[src/hw/rtl/dcgc_pkg.sv]
// Shared types and constants of the dual countdown game clock.
`timescale 1ns / 1ps

package dcgc_pkg;

  localparam int TIME_W     = 23;
  localparam int HELD_W     = 20;
  localparam int RHELD_W    = 16;
  localparam int SEC_W      = 14;
  localparam int PER_W      = 16;
  localparam int STEP_W     = 20;
  localparam int MAXSTEP_W  = 22;
  localparam int ELAPSED_W  = 16;
  localparam int CFG_W      = 23;
  localparam int CFG_IDX_W  = 3;
  localparam int DIV_STEPS  = TIME_W;
  localparam int DIV_CNT_W  = $clog2(DIV_STEPS + 1);
  localparam int QINC_W     = HELD_W + 1;
  localparam int MUL_W      = STEP_W + QINC_W;

  localparam logic [PER_W-1:0] MS_PER_SEC = PER_W'(1000);

  localparam logic [CFG_IDX_W-1:0] CFG_STEP_MS     = CFG_IDX_W'(0);
  localparam logic [CFG_IDX_W-1:0] CFG_MAX_STEP_MS = CFG_IDX_W'(1);
  localparam logic [CFG_IDX_W-1:0] CFG_MAX_TIME_MS = CFG_IDX_W'(2);
  localparam logic [CFG_IDX_W-1:0] CFG_PERIOD_MS   = CFG_IDX_W'(3);
  localparam logic [CFG_IDX_W-1:0] CFG_HOLD_MS     = CFG_IDX_W'(4);
  localparam logic [CFG_IDX_W-1:0] CFG_DEFAULT_MS  = CFG_IDX_W'(5);

  localparam logic [STEP_W-1:0]    RST_STEP_MS     = STEP_W'(60000);
  localparam logic [MAXSTEP_W-1:0] RST_MAX_STEP_MS = MAXSTEP_W'(300000);
  localparam logic [TIME_W-1:0]    RST_MAX_TIME_MS = TIME_W'(5940000);
  localparam logic [PER_W-1:0]     RST_PERIOD_MS   = PER_W'(50);
  localparam logic [RHELD_W-1:0]   RST_HOLD_MS     = RHELD_W'(5000);
  localparam logic [TIME_W-1:0]    RST_DEFAULT_MS  = TIME_W'(1800000);

  typedef enum logic [1:0] {
    MODE_IDLE  = 2'd0,
    MODE_RUN   = 2'd1,
    MODE_PAUSE = 2'd2,
    MODE_DONE  = 2'd3
  } mode_t;

  typedef enum logic [2:0] {
    JOB_CHOSEN,
    JOB_HELD,
    JOB_PRIOR,
    JOB_T1,
    JOB_T2
  } job_t;

  typedef enum logic [2:0] {
    ST_READY,
    ST_LAUNCH,
    ST_WAIT,
    ST_MUL,
    ST_COMMIT
  } seq_state_t;

  typedef struct packed {
    logic div_start;
    job_t job;
    logic mul_en;
    logic commit;
  } seq_ctrl_t;

  typedef struct packed {
    logic busy;
    logic done;
  } div_stat_t;

endpackage

[src/hw/rtl/dcgc_divider.sv]
// Shared restoring divider, one quotient bit per cycle.
`timescale 1ns / 1ps

module dcgc_divider import dcgc_pkg::*; (
  input  logic              clk,
  input  logic              rst,
  input  logic              start,
  input  logic [TIME_W-1:0] dividend,
  input  logic [PER_W-1:0]  divisor,
  output logic [TIME_W-1:0] quotient,
  output div_stat_t         stat
);

  logic [DIV_CNT_W-1:0] count;
  logic                 done;
  logic [TIME_W-1:0]    work;
  logic [PER_W-1:0]     rem;
  logic [PER_W-1:0]     dsr;
  logic [PER_W:0]       trial;
  logic [PER_W:0]       diff;
  logic                 ge;

  assign trial = {rem, work[TIME_W-1]};
  assign diff  = trial - {1'b0, dsr};
  assign ge    = trial >= {1'b0, dsr};

  always_ff @(posedge clk) begin
    if (rst) begin
      count <= '0;
      done  <= 1'b0;
    end else if (start) begin
      count <= DIV_CNT_W'(DIV_STEPS);
      done  <= 1'b0;
    end else begin
      done <= (count == DIV_CNT_W'(1));
      if (count != '0) begin
        count <= count - DIV_CNT_W'(1);
      end
    end
  end

  always_ff @(posedge clk) begin
    if (start) begin
      work <= dividend;
      rem  <= '0;
      dsr  <= divisor;
    end else if (count != '0) begin
      work <= {work[TIME_W-2:0], ge};
      rem  <= ge ? diff[PER_W-1:0] : trial[PER_W-1:0];
    end
  end

  assign quotient  = work;
  assign stat.busy = (count != '0);
  assign stat.done = done;

endmodule

[src/hw/rtl/dcgc_seq.sv]
// Sequencer that runs the divisions, the step multiply and the commit of one poll.
`timescale 1ns / 1ps

module dcgc_seq import dcgc_pkg::*; (
  input  logic      clk,
  input  logic      rst,
  input  logic      in_valid,
  input  mode_t     cur_mode,
  input  logic      div_done,
  input  logic      out_free,
  output logic      in_ready,
  output seq_ctrl_t ctrl
);

  seq_state_t state, state_next;
  job_t       job, job_next;

  always_ff @(posedge clk) begin
    if (rst) begin
      state <= ST_READY;
      job   <= JOB_CHOSEN;
    end else begin
      state <= state_next;
      job   <= job_next;
    end
  end

  always_comb begin
    state_next = state;
    job_next   = job;
    case (state)
      ST_READY: begin
        if (in_valid) begin
          case (cur_mode)
            MODE_IDLE: begin
              job_next   = JOB_CHOSEN;
              state_next = ST_LAUNCH;
            end
            MODE_RUN: begin
              job_next   = JOB_T1;
              state_next = ST_LAUNCH;
            end
            default: state_next = ST_COMMIT;
          endcase
        end
      end
      ST_LAUNCH: state_next = ST_WAIT;
      ST_WAIT: begin
        if (div_done) begin
          case (job)
            JOB_CHOSEN: begin
              job_next   = JOB_HELD;
              state_next = ST_LAUNCH;
            end
            JOB_HELD: begin
              job_next   = JOB_PRIOR;
              state_next = ST_LAUNCH;
            end
            JOB_PRIOR: state_next = ST_MUL;
            JOB_T1: begin
              job_next   = JOB_T2;
              state_next = ST_LAUNCH;
            end
            default: state_next = ST_COMMIT;
          endcase
        end
      end
      ST_MUL: state_next = ST_COMMIT;
      ST_COMMIT: begin
        if (out_free) begin
          state_next = ST_READY;
        end
      end
      default: state_next = ST_READY;
    endcase
  end

  always_comb begin
    in_ready       = (state == ST_READY);
    ctrl.div_start = (state == ST_LAUNCH);
    ctrl.job       = job;
    ctrl.mul_en    = (state == ST_MUL);
    ctrl.commit    = (state == ST_COMMIT) && out_free;
  end

endmodule

[src/hw/rtl/dual_countdown_game_clock_unit.sv]
// Top level of the dual countdown game clock: registers, game state and commit logic.
`timescale 1ns / 1ps

// Each input beat is one poll tick (button and switch levels plus the milliseconds since
// the last tick) and yields exactly one result beat with the clock state after that tick.
// One tick is handled at a time. Before the game has begun it runs the display and held
// time divisions and then the step multiply, in a running game the divisions of both
// players' times, and when paused or finished none. The single shared restoring divider
// serves the whole-second display values and button acceleration steps. A new tick is
// accepted while the previous result still waits at the output. The user must write
// configuration registers via cfg_write, cfg_index, cfg_data only while idle (unchecked).
module dual_countdown_game_clock_unit import dcgc_pkg::*; (
  input  logic                 clk,
  input  logic                 rst,
  input  logic                 cfg_write,
  input  logic [CFG_IDX_W-1:0] cfg_index,
  input  logic [CFG_W-1:0]     cfg_data,
  input  logic                 in_valid,
  output logic                 in_ready,
  input  logic                 plus_pressed,
  input  logic                 minus_pressed,
  input  logic                 reset_pressed,
  input  logic                 left_switch_on,
  input  logic                 right_switch_on,
  input  logic [ELAPSED_W-1:0] elapsed_ms,
  output logic                 out_valid,
  input  logic                 out_ready,
  output logic [1:0]           mode,
  output logic [TIME_W-1:0]    player_one_ms,
  output logic [TIME_W-1:0]    player_two_ms,
  output logic [TIME_W-1:0]    start_time_ms,
  output logic                 one_to_move,
  output logic                 one_is_white,
  output logic                 one_won,
  output logic                 refresh_left,
  output logic                 refresh_right,
  output logic                 restart
);

  // configuration
  logic [STEP_W-1:0]    step_ms;
  logic [MAXSTEP_W-1:0] max_step_ms;
  logic [TIME_W-1:0]    max_time_ms;
  logic [PER_W-1:0]     step_period_ms;
  logic [RHELD_W-1:0]   reset_hold_ms;
  logic [TIME_W-1:0]    default_time_ms;

  // latched poll
  logic                 plus_q, minus_q, rst_q, left_q, right_q;
  logic [ELAPSED_W-1:0] elapsed_q;

  // game state
  mode_t              clock_mode, clock_mode_next;
  logic [TIME_W-1:0]  chosen_time, chosen_time_next;
  logic [TIME_W-1:0]  time_one, time_one_next;
  logic [TIME_W-1:0]  time_two, time_two_next;
  logic               turn_one, turn_one_next;
  logic               white_one, white_one_next;
  logic               winner_one, winner_one_next;
  logic [HELD_W-1:0]  held_time, held_time_next;
  logic [HELD_W-1:0]  prior_held_time, prior_held_time_next;
  logic [RHELD_W-1:0] reset_held_time, reset_held_time_next;
  logic               reset_level_before, reset_level_before_next;
  logic [SEC_W-1:0]   shown_left, shown_left_next;
  logic [SEC_W-1:0]   shown_right, shown_right_next;
  logic               refresh_left_next, refresh_right_next, restart_next;

  // scratch results
  logic [SEC_W-1:0]  sec_a, sec_b;
  logic [HELD_W-1:0] q_held, q_prior;
  logic [MUL_W-1:0]  prod;

  seq_ctrl_t         ctrl;
  div_stat_t         div_stat;
  logic [TIME_W-1:0] div_dividend, div_quotient;
  logic [PER_W-1:0]  div_divisor;
  logic              out_free;

  logic [PER_W-1:0]   per;
  logic               any_switch;
  logic               turn_run;
  logic [TIME_W-1:0]  elapsed_ext;
  logic [TIME_W-1:0]  t1_run, t2_run;
  logic [HELD_W-1:0]  held_eff;
  logic [HELD_W:0]    held_sum;
  logic [RHELD_W:0]   rheld_sum;
  logic [RHELD_W-1:0] rheld_sat;
  logic [QINC_W-1:0]  q_inc;
  logic [MAXSTEP_W-1:0] step_amt;
  logic [TIME_W:0]    plus_sum, minus_diff;
  logic               apply_step;

  assign out_free = !out_valid || out_ready;

  dcgc_seq u_seq (
    .clk      (clk),
    .rst      (rst),
    .in_valid (in_valid),
    .cur_mode (clock_mode),
    .div_done (div_stat.done),
    .out_free (out_free),
    .in_ready (in_ready),
    .ctrl     (ctrl)
  );

  dcgc_divider u_div (
    .clk      (clk),
    .rst      (rst),
    .start    (ctrl.div_start),
    .dividend (div_dividend),
    .divisor  (div_divisor),
    .quotient (div_quotient),
    .stat     (div_stat)
  );

  always_ff @(posedge clk) begin
    if (rst) begin
      step_ms         <= RST_STEP_MS;
      max_step_ms     <= RST_MAX_STEP_MS;
      max_time_ms     <= RST_MAX_TIME_MS;
      step_period_ms  <= RST_PERIOD_MS;
      reset_hold_ms   <= RST_HOLD_MS;
      default_time_ms <= RST_DEFAULT_MS;
    end else if (cfg_write) begin
      case (cfg_index)
        CFG_STEP_MS:     step_ms         <= cfg_data[STEP_W-1:0];
        CFG_MAX_STEP_MS: max_step_ms     <= cfg_data[MAXSTEP_W-1:0];
        CFG_MAX_TIME_MS: max_time_ms     <= cfg_data[TIME_W-1:0];
        CFG_PERIOD_MS:   step_period_ms  <= cfg_data[PER_W-1:0];
        CFG_HOLD_MS:     reset_hold_ms   <= cfg_data[RHELD_W-1:0];
        CFG_DEFAULT_MS:  default_time_ms <= cfg_data[TIME_W-1:0];
        default: ;
      endcase
    end
  end

  always_ff @(posedge clk) begin
    if (in_valid && in_ready) begin
      plus_q    <= plus_pressed;
      minus_q   <= minus_pressed;
      rst_q     <= reset_pressed;
      left_q    <= left_switch_on;
      right_q   <= right_switch_on;
      elapsed_q <= elapsed_ms;
    end
  end

  // values ahead of the divisions
  assign per         = (step_period_ms == '0) ? PER_W'(1) : step_period_ms;
  assign any_switch  = left_q || right_q;
  assign turn_run    = any_switch ? !left_q : turn_one;
  assign elapsed_ext = {{(TIME_W-ELAPSED_W){1'b0}}, elapsed_q};
  assign t1_run = !turn_run ? time_one :
                  (time_one > elapsed_ext) ? time_one - elapsed_ext : '0;
  assign t2_run = turn_run ? time_two :
                  (time_two > elapsed_ext) ? time_two - elapsed_ext : '0;
  assign held_eff = any_switch ? '0 : held_time;

  always_comb begin
    div_divisor = MS_PER_SEC;
    case (ctrl.job)
      JOB_CHOSEN: div_dividend = chosen_time;
      JOB_HELD: begin
        div_dividend = {{(TIME_W-HELD_W){1'b0}}, held_eff};
        div_divisor  = per;
      end
      JOB_PRIOR: begin
        div_dividend = {{(TIME_W-HELD_W){1'b0}}, prior_held_time};
        div_divisor  = per;
      end
      JOB_T1:  div_dividend = t1_run;
      JOB_T2:  div_dividend = t2_run;
      default: div_dividend = chosen_time;
    endcase
  end

  always_ff @(posedge clk) begin
    if (div_stat.done) begin
      case (ctrl.job)
        JOB_CHOSEN, JOB_T1: sec_a   <= div_quotient[SEC_W-1:0];
        JOB_T2:             sec_b   <= div_quotient[SEC_W-1:0];
        JOB_HELD:           q_held  <= div_quotient[HELD_W-1:0];
        JOB_PRIOR:          q_prior <= div_quotient[HELD_W-1:0];
        default: ;
      endcase
    end
  end

  assign q_inc = {1'b0, q_held} + QINC_W'(1);

  always_ff @(posedge clk) begin
    if (ctrl.mul_en) begin
      prod <= {{(MUL_W-STEP_W){1'b0}}, step_ms} * {{(MUL_W-QINC_W){1'b0}}, q_inc};
    end
  end

  assign step_amt = (prod > {{(MUL_W-MAXSTEP_W){1'b0}}, max_step_ms}) ?
                    max_step_ms : prod[MAXSTEP_W-1:0];
  assign plus_sum   = {1'b0, chosen_time} + {{(TIME_W+1-MAXSTEP_W){1'b0}}, step_amt};
  assign minus_diff = {1'b0, chosen_time} - {{(TIME_W+1-MAXSTEP_W){1'b0}}, step_amt};
  assign apply_step = (held_eff == '0) || (q_held > q_prior);
  assign held_sum   = {1'b0, held_eff} + {{(HELD_W+1-ELAPSED_W){1'b0}}, elapsed_q};
  assign rheld_sum  = {1'b0, reset_held_time} + {1'b0, elapsed_q};
  assign rheld_sat  = rheld_sum[RHELD_W] ? '1 : rheld_sum[RHELD_W-1:0];

  always_comb begin
    clock_mode_next         = clock_mode;
    chosen_time_next        = chosen_time;
    time_one_next           = time_one;
    time_two_next           = time_two;
    turn_one_next           = turn_one;
    white_one_next          = white_one;
    winner_one_next         = winner_one;
    held_time_next          = held_time;
    prior_held_time_next    = prior_held_time;
    reset_held_time_next    = reset_held_time;
    reset_level_before_next = rst_q;
    shown_left_next         = shown_left;
    shown_right_next        = shown_right;
    refresh_left_next       = 1'b0;
    refresh_right_next      = 1'b0;
    restart_next            = 1'b0;

    if (rst_q) begin
      if (!reset_level_before) begin
        reset_held_time_next = '0;
      end else begin
        reset_held_time_next = rheld_sat;
        restart_next         = (rheld_sat >= reset_hold_ms);
      end
    end

    if (restart_next) begin
      clock_mode_next         = MODE_IDLE;
      chosen_time_next        = default_time_ms;
      time_one_next           = '0;
      time_two_next           = '0;
      turn_one_next           = 1'b0;
      white_one_next          = 1'b0;
      winner_one_next         = 1'b0;
      held_time_next          = '0;
      prior_held_time_next    = '0;
      reset_held_time_next    = '0;
      reset_level_before_next = 1'b0;
      shown_left_next         = '0;
      shown_right_next        = '0;
    end else begin
      case (clock_mode)
        MODE_IDLE: begin
          refresh_left_next  = (sec_a != shown_left);
          refresh_right_next = (sec_a != shown_right);
          shown_left_next    = sec_a;
          shown_right_next   = sec_a;
          if (any_switch) begin
            turn_one_next   = left_q;
            white_one_next  = left_q;
            time_one_next   = chosen_time;
            time_two_next   = chosen_time;
            clock_mode_next = MODE_RUN;
          end
          held_time_next = held_eff;
          if (plus_q != minus_q) begin
            if (apply_step) begin
              if (plus_q) begin
                if (chosen_time <= max_time_ms) begin
                  chosen_time_next = (plus_sum > {1'b0, max_time_ms}) ?
                                     max_time_ms : plus_sum[TIME_W-1:0];
                end
              end else begin
                chosen_time_next = minus_diff[TIME_W] ? '0 : minus_diff[TIME_W-1:0];
              end
            end
            prior_held_time_next = held_eff;
            held_time_next       = held_sum[HELD_W] ? '1 : held_sum[HELD_W-1:0];
          end else if (!plus_q) begin
            held_time_next = '0;
          end
        end
        MODE_RUN: begin
          clock_mode_next    = any_switch ? MODE_RUN : MODE_PAUSE;
          turn_one_next      = turn_run;
          time_one_next      = t1_run;
          time_two_next      = t2_run;
          refresh_left_next  = (sec_a != shown_left);
          refresh_right_next = (sec_b != shown_right);
          shown_left_next    = sec_a;
          shown_right_next   = sec_b;
          if (t1_run == '0 || t2_run == '0) begin
            clock_mode_next = MODE_DONE;
            winner_one_next = (t1_run != '0);
          end
        end
        MODE_PAUSE: begin
          if (any_switch) begin
            clock_mode_next = MODE_RUN;
          end
        end
        default: ;
      endcase
    end
  end

  always_ff @(posedge clk) begin
    if (rst) begin
      clock_mode         <= MODE_IDLE;
      chosen_time        <= RST_DEFAULT_MS;
      time_one           <= '0;
      time_two           <= '0;
      turn_one           <= 1'b0;
      white_one          <= 1'b0;
      winner_one         <= 1'b0;
      held_time          <= '0;
      prior_held_time    <= '0;
      reset_held_time    <= '0;
      reset_level_before <= 1'b0;
      shown_left         <= '0;
      shown_right        <= '0;
      refresh_left       <= 1'b0;
      refresh_right      <= 1'b0;
      restart            <= 1'b0;
    end else if (ctrl.commit) begin
      clock_mode         <= clock_mode_next;
      chosen_time        <= chosen_time_next;
      time_one           <= time_one_next;
      time_two           <= time_two_next;
      turn_one           <= turn_one_next;
      white_one          <= white_one_next;
      winner_one         <= winner_one_next;
      held_time          <= held_time_next;
      prior_held_time    <= prior_held_time_next;
      reset_held_time    <= reset_held_time_next;
      reset_level_before <= reset_level_before_next;
      shown_left         <= shown_left_next;
      shown_right        <= shown_right_next;
      refresh_left       <= refresh_left_next;
      refresh_right      <= refresh_right_next;
      restart            <= restart_next;
    end
  end

  always_ff @(posedge clk) begin
    if (rst) begin
      out_valid <= 1'b0;
    end else if (ctrl.commit) begin
      out_valid <= 1'b1;
    end else if (out_ready) begin
      out_valid <= 1'b0;
    end
  end

  // state only moves at a commit, which waits for a free output slot
  assign mode          = clock_mode;
  assign player_one_ms = time_one;
  assign player_two_ms = time_two;
  assign start_time_ms = chosen_time;
  assign one_to_move   = turn_one;
  assign one_is_white  = white_one;
  assign one_won       = (clock_mode == MODE_DONE) && winner_one;

`ifndef SYNTHESIS
  a_commit_slot: assert property (@(posedge clk) disable iff (rst)
    ctrl.commit |-> (!out_valid || out_ready))
    else $error("commit while result beat is stalled");

  a_accept_div_idle: assert property (@(posedge clk) disable iff (rst)
    (in_valid && in_ready) |-> !div_stat.busy)
    else $error("poll accepted while divider busy");

  a_done_has_zero: assert property (@(posedge clk) disable iff (rst)
    (clock_mode == MODE_DONE) |-> (time_one == '0 || time_two == '0))
    else $error("finished game with both clocks nonzero");

  a_restart_reloads: assert property (@(posedge clk) disable iff (rst)
    (out_valid && restart) |-> (clock_mode == MODE_IDLE && !refresh_left && !refresh_right))
    else $error("restart beat without reloaded state");
`endif

endmodule
[config.mk]
export PLATFORM = sky130hd
export DESIGN_NAME = dual_countdown_game_clock_unit
export DESIGN_NICKNAME = d
export VERILOG_FILES = /design/src/hw/rtl/dcgc_pkg.sv /design/src/hw/rtl/dcgc_divider.sv /design/src/hw/rtl/dcgc_seq.sv /design/src/hw/rtl/dual_countdown_game_clock_unit.sv
export SDC_FILE = /design/constraint.sdc
export NUM_CORES = 2
export LEC_CHECK = 0
export BUFFER_PORTS_ARGS = -buffer_cell sky130_fd_sc_hd__buf_2
export CORE_UTILIZATION = 60
export CTS_CLUSTER_DIAMETER = 120
export DETAILED_ROUTE_END_ITERATION = 7
export PLACE_DENSITY = 0.78
export SLEW_MARGIN = 20
export SYNTH_ARGS = -nofsm -noshare
export SYNTH_HDL_FRONTEND = slang
export SYNTH_SLANG_ARGS = --single-unit
[constraint.sdc]
create_clock -name clk -period 10.5 [get_ports clk]
set_clock_uncertainty 0.1 [all_clocks]
set_input_delay 1.05 -clock clk [delete_from_list [all_inputs] [get_ports clk]]
set_output_delay 1.05 -clock clk [all_outputs]
set_load 0.005 [all_outputs]
==> reports/results.ini <==
[critical_path]
worstSetupStartpointType = flop
critical_path_capture_point_type = flop
crit_path_top_delay_cell = sky130_fd_sc_hd__xnor2_1
worst_ep_required_time_ns = 10.87
critical_path.max_stage_delay_ns = 0.71
path_delay_family = adder cells
criticalPathCategory = reg -> reg
critical_path_buf_inv_count = 7
cpMostUsedCell = sky130_fd_sc_hd__fa_1
cp_data_arrival_time_ns = 9.50
path_max_fanout = 18

[timing]
timing_max_transition_violations_final = 0
rsz0062_at_grt = false
final_hold_viol_count = 0
fin_crit_ns = 9.136
worstMarginPinSlew_ns = 1.196
setup_viol_count_final = 0
setup-tns-final_ns = 0
final_min_period_over_clock_period_pct = 87.01
worst_slack_ns = 1.364
timing.fmax_mhz = 109.5
worst_relative_slew_slack_pct = 20.15

[clocking]
cts_tree = done
clock_sink_count = 480
clock-root-buffer = sky130_fd_sc_hd__clkbuf_16
cts_resized = 0
htreeDepth = 2
clock_tree.buffer_depth = 3
cts_post_setup_buffers_inserted = 0
clk_latency_ns = 0.66
cts.clk_slew.worst_paths_ns = 0.06
cts_buffers = 54
ctsHoldBuffers = 0

[synth]
post_synth_xor_area_fraction_pct = 3.727
synth-seq-area-share_pct = 25.72
muxShareOfSynthArea_pct = 2.446
post_synth_instance_area_um2 = 43940
dominantRegCellSynth = sky130_fd_sc_hd__dfxtp_1
synth.avg_cell_area_um2 = 8.569
share_of_the_synthesized_area_in_the_top_cell_type_pct = 15.72
synth_adder_area_share_pct = 26.85
synth_edf_count = 169
mappedNetlistNets = 5916
asyncSetResetFlopFracSynth_pct = 0
ys.warnings.count = 0
post_synthesis_simple_gate_area_fraction_pct = 18.06
synth_compound_gate_area_share_pct = 15.99
synth_top_cells_by_area = sky130_fd_sc_hd__fa_1 (16%), sky130_fd_sc_hd__dfxtp_1 (14%), sky130_fd_sc_hd__edfxtp_1 (12%)
synth_seq_cells = 480
syn-instance-count = 5128
main_combinational_cell_family_by_area_after_synthesis = adder cells
synthDominantAreaCellType = sky130_fd_sc_hd__fa_1
synth.distinct_cells = 91

[power_and_ir_drop]
p_leak_nw = 21.14
netSwitchingPower_w = 0.003268
relative_contribution_of_combinational_cells_to_total_power_pct = 44.9
powerDensity_nw_per_um2 = 171.4
swShare_pct = 40.25
power.ir.vdd_worst_mv = 0.2115
design_power_total_w = 0.008120
p_int_w = 0.004852
clkPwrFrac_pct = 25.2
part_of_the_total_power_dissipated_in_sequential_elements_pct = 29.9

[placement]
pre_cts_slack_ns = 1.626
place_hpwl_um = 103200
globalplace.congestion = 1.018
port_buffers = 130
placedCellCount = 6022

[layout]
area.growth.synth_to_final_pct = 7.822
layoutNonFillerInstCount = 6123
nets = 5916
mostFrequentLayoutCells = sky130_fd_sc_hd__nand2_1 (693), sky130_fd_sc_hd__inv_1 (570), sky130_fd_sc_hd__ha_1 (391), sky130_fd_sc_hd__a21oi_1 (380), sky130_fd_sc_hd__fa_1 (345)
mostFrequentLayoutCell = sky130_fd_sc_hd__nand2_1
fill_cells = 5970
post_route_cells_drive_above_1_share_pct = 7.792

[run_status]
status = complete, no violations

[floorplan]
floorplan.die_area_um2 = 74320
die_x_um = 272.6
core_area_um2 = 71980
floorplan.initialDensity_pct = 61.05
die-height_um = 272.6
ios = 131
row_count = 98

[detailed_routing]
remaining_drc_errors = 0
route.detailed.vias_per_inst = 6.212
wirelength_um = 135900
drtAntennaViolNets = 0
dr_total_vias = 38039
wire_per_inst_um = 22.20
dr.first_iter.drc_count = 4178
detail_route.first_pass.iterations = 7

[global_routing]
grt_start_max_net_pins = 88
number_of_global_route_vias_before_repair = 36985
combined_global_route_utilization_of_all_metal_layers_pct = 36.56
antenna_violations_before_repair = 3
global_route_wire_length_before_repair_um = 211500
remaining_overflow_grt = 0

[min_path]
hold_class = reg -> reg

[job]
drv.max_cap_violation_count = 0

[stage by stage]
stage	cell area (µm²)	util [%]	hold WS, ns
after floorplan	43940	-	0.3291
after global placement	45420	63.10	0.3383
after detailed placement	45420	63.11	0.3439
after CTS	47360	65.79	0.3521
after global routing	47370	65.82	0.3754
final	47380	65.82	0.3496
[flip-flops by register name (all words and copies together) (netlist names), 14 cells and up]
register / cells
prod: 41
default_time_ms: 23
max_time_ms: 23
player_one_ms: 23
player_two_ms: 23
start_time_ms: 23
u_div.quotient: 23
max_step_ms: 22
held_time: 20
prior_held_time: 20
q_held: 20
q_prior: 20
step_ms: 20
elapsed_q: 16
reset_held_time: 16
reset_hold_ms: 16
step_period_ms: 16
u_div.dsr: 16
u_div.rem: 16
sec_a: 14
sec_b: 14
shown_left: 14
shown_right: 14
[final cells by class]
| cell class | count | area, µm² | area share, % |
|---|---|---|---|
| multi-input cells | 3812 | 29560 | 62.39 |
| repair buffers | 208 | 1242 | 2.622 |
| well taps | 950 | 1189 | 2.509 |
| diodes | 1 | 2.502 | 0.005282 |
| flip-flops and latches | 480 | 11300 | 23.86 |
| clock buffers | 69 | 1510 | 3.188 |
| clock inverters | 31 | 425.4 | 0.8979 |
| inverters | 572 | 2147 | 4.532 |
[synth_stat cells, types with 8 or more instances]
library cell / n
sky130_fd_sc_hd__nand2_1: 694
sky130_fd_sc_hd__inv_1: 571
sky130_fd_sc_hd__ha_1: 391
sky130_fd_sc_hd__a21oi_1: 380
sky130_fd_sc_hd__fa_1: 345
sky130_fd_sc_hd__dfxtp_1: 311
sky130_fd_sc_hd__nor2_1: 307
sky130_fd_sc_hd__clkbuf_1: 240
sky130_fd_sc_hd__and2_1: 200
sky130_fd_sc_hd__o21ai_0: 193
sky130_fd_sc_hd__edfxtp_1: 169
sky130_fd_sc_hd__xnor2_1: 128
sky130_fd_sc_hd__nand3_1: 89
sky130_fd_sc_hd__nor3_1: 89
sky130_fd_sc_hd__a21o_1: 73
sky130_fd_sc_hd__mux2i_1: 59
sky130_fd_sc_hd__xor2_1: 59
sky130_fd_sc_hd__o211ai_1: 56
sky130_fd_sc_hd__and3_1: 55
sky130_fd_sc_hd__a22oi_1: 47
sky130_fd_sc_hd__nor2b_1: 45
sky130_fd_sc_hd__a211oi_1: 41
sky130_fd_sc_hd__a31oi_1: 41
sky130_fd_sc_hd__nand2b_1: 41
sky130_fd_sc_hd__nor4_1: 41
sky130_fd_sc_hd__nand4_1: 34
sky130_fd_sc_hd__mux2_2: 33
sky130_fd_sc_hd__or3_1: 30
sky130_fd_sc_hd__o21a_1: 29
sky130_fd_sc_hd__o31ai_1: 27
sky130_fd_sc_hd__o21bai_1: 24
sky130_fd_sc_hd__a22o_1: 20
sky130_fd_sc_hd__o21ai_1: 19
sky130_fd_sc_hd__or2_2: 17
sky130_fd_sc_hd__a211o_1: 16
sky130_fd_sc_hd__o22ai_1: 16
sky130_fd_sc_hd__or4_1: 13
sky130_fd_sc_hd__buf_2: 12
sky130_fd_sc_hd__a2bb2oi_1: 10
sky130_fd_sc_hd__buf_1: 10
sky130_fd_sc_hd__and4_1: 9
sky130_fd_sc_hd__a221oi_1: 8
sky130_fd_sc_hd__a41oi_1: 8
[tightest hold or removal path: stages (launching register included)]
cell and delay [ns]:
sky130_fd_sc_hd__dfxtp_1 0.30, sky130_fd_sc_hd__nand2_1 0.05, sky130_fd_sc_hd__a21oi_1 0.05
[power by group through the flow]
stage               Combinational (W)  Sequential (W)  Clock [W]
finish                        0.00365         0.00243    0.00205
global route                  0.00404         0.00244    0.00212
CTS                           0.00357         0.00242    0.00205
detailed placement            0.00350         0.00246          0
global placement              0.00346         0.00245          0
floorplan                     0.00255         0.00237          0
[logic make-up (layout without fill, tap and decap cells)]
| group | count (synthesis) | count (layout) |
|---|---|---|
| and+or+nand+nor | 1689 | 1689 |
| AOI/OAI and AO/OA | 1103 | 1103 |
| buffers and inverters | 836 | 880 |
| adders and majority gates | 736 | 736 |
| DFF | 480 | 480 |
| xor gates and xnor gates | 187 | 187 |
| muxes | 97 | 97 |
| other | 0 | 1 |
[worst paths after layout]
path	slack (ns)	endpoint	startpoint	cells past startpoint
worst max-delay path	1.36	prod[40]	q_held[0]	30
worst min-delay path	0.35	default_time_ms[21]	default_time_ms[21]	2
worst max register to register	1.36	prod[40]	q_held[0]	30
worst min register to register	0.35	default_time_ms[21]	default_time_ms[21]	2
[per-layer routing]
| metal | part of all wire [%] | vias to the layer above | GRT usage (%) |
|---|---|---|---|
| met1 | 40 | 18161 | 49.65 |
| li1 | - | 17412 | - |
| met5 | 0.020 | - | 0 |
| met2 | 44 | 2100 | 56.21 |
| met4 | 4.9 | 4 | 15.61 |
| met3 | 11 | 362 | 8.136 |
Note: power is estimated with default switching activity, not from simulation.
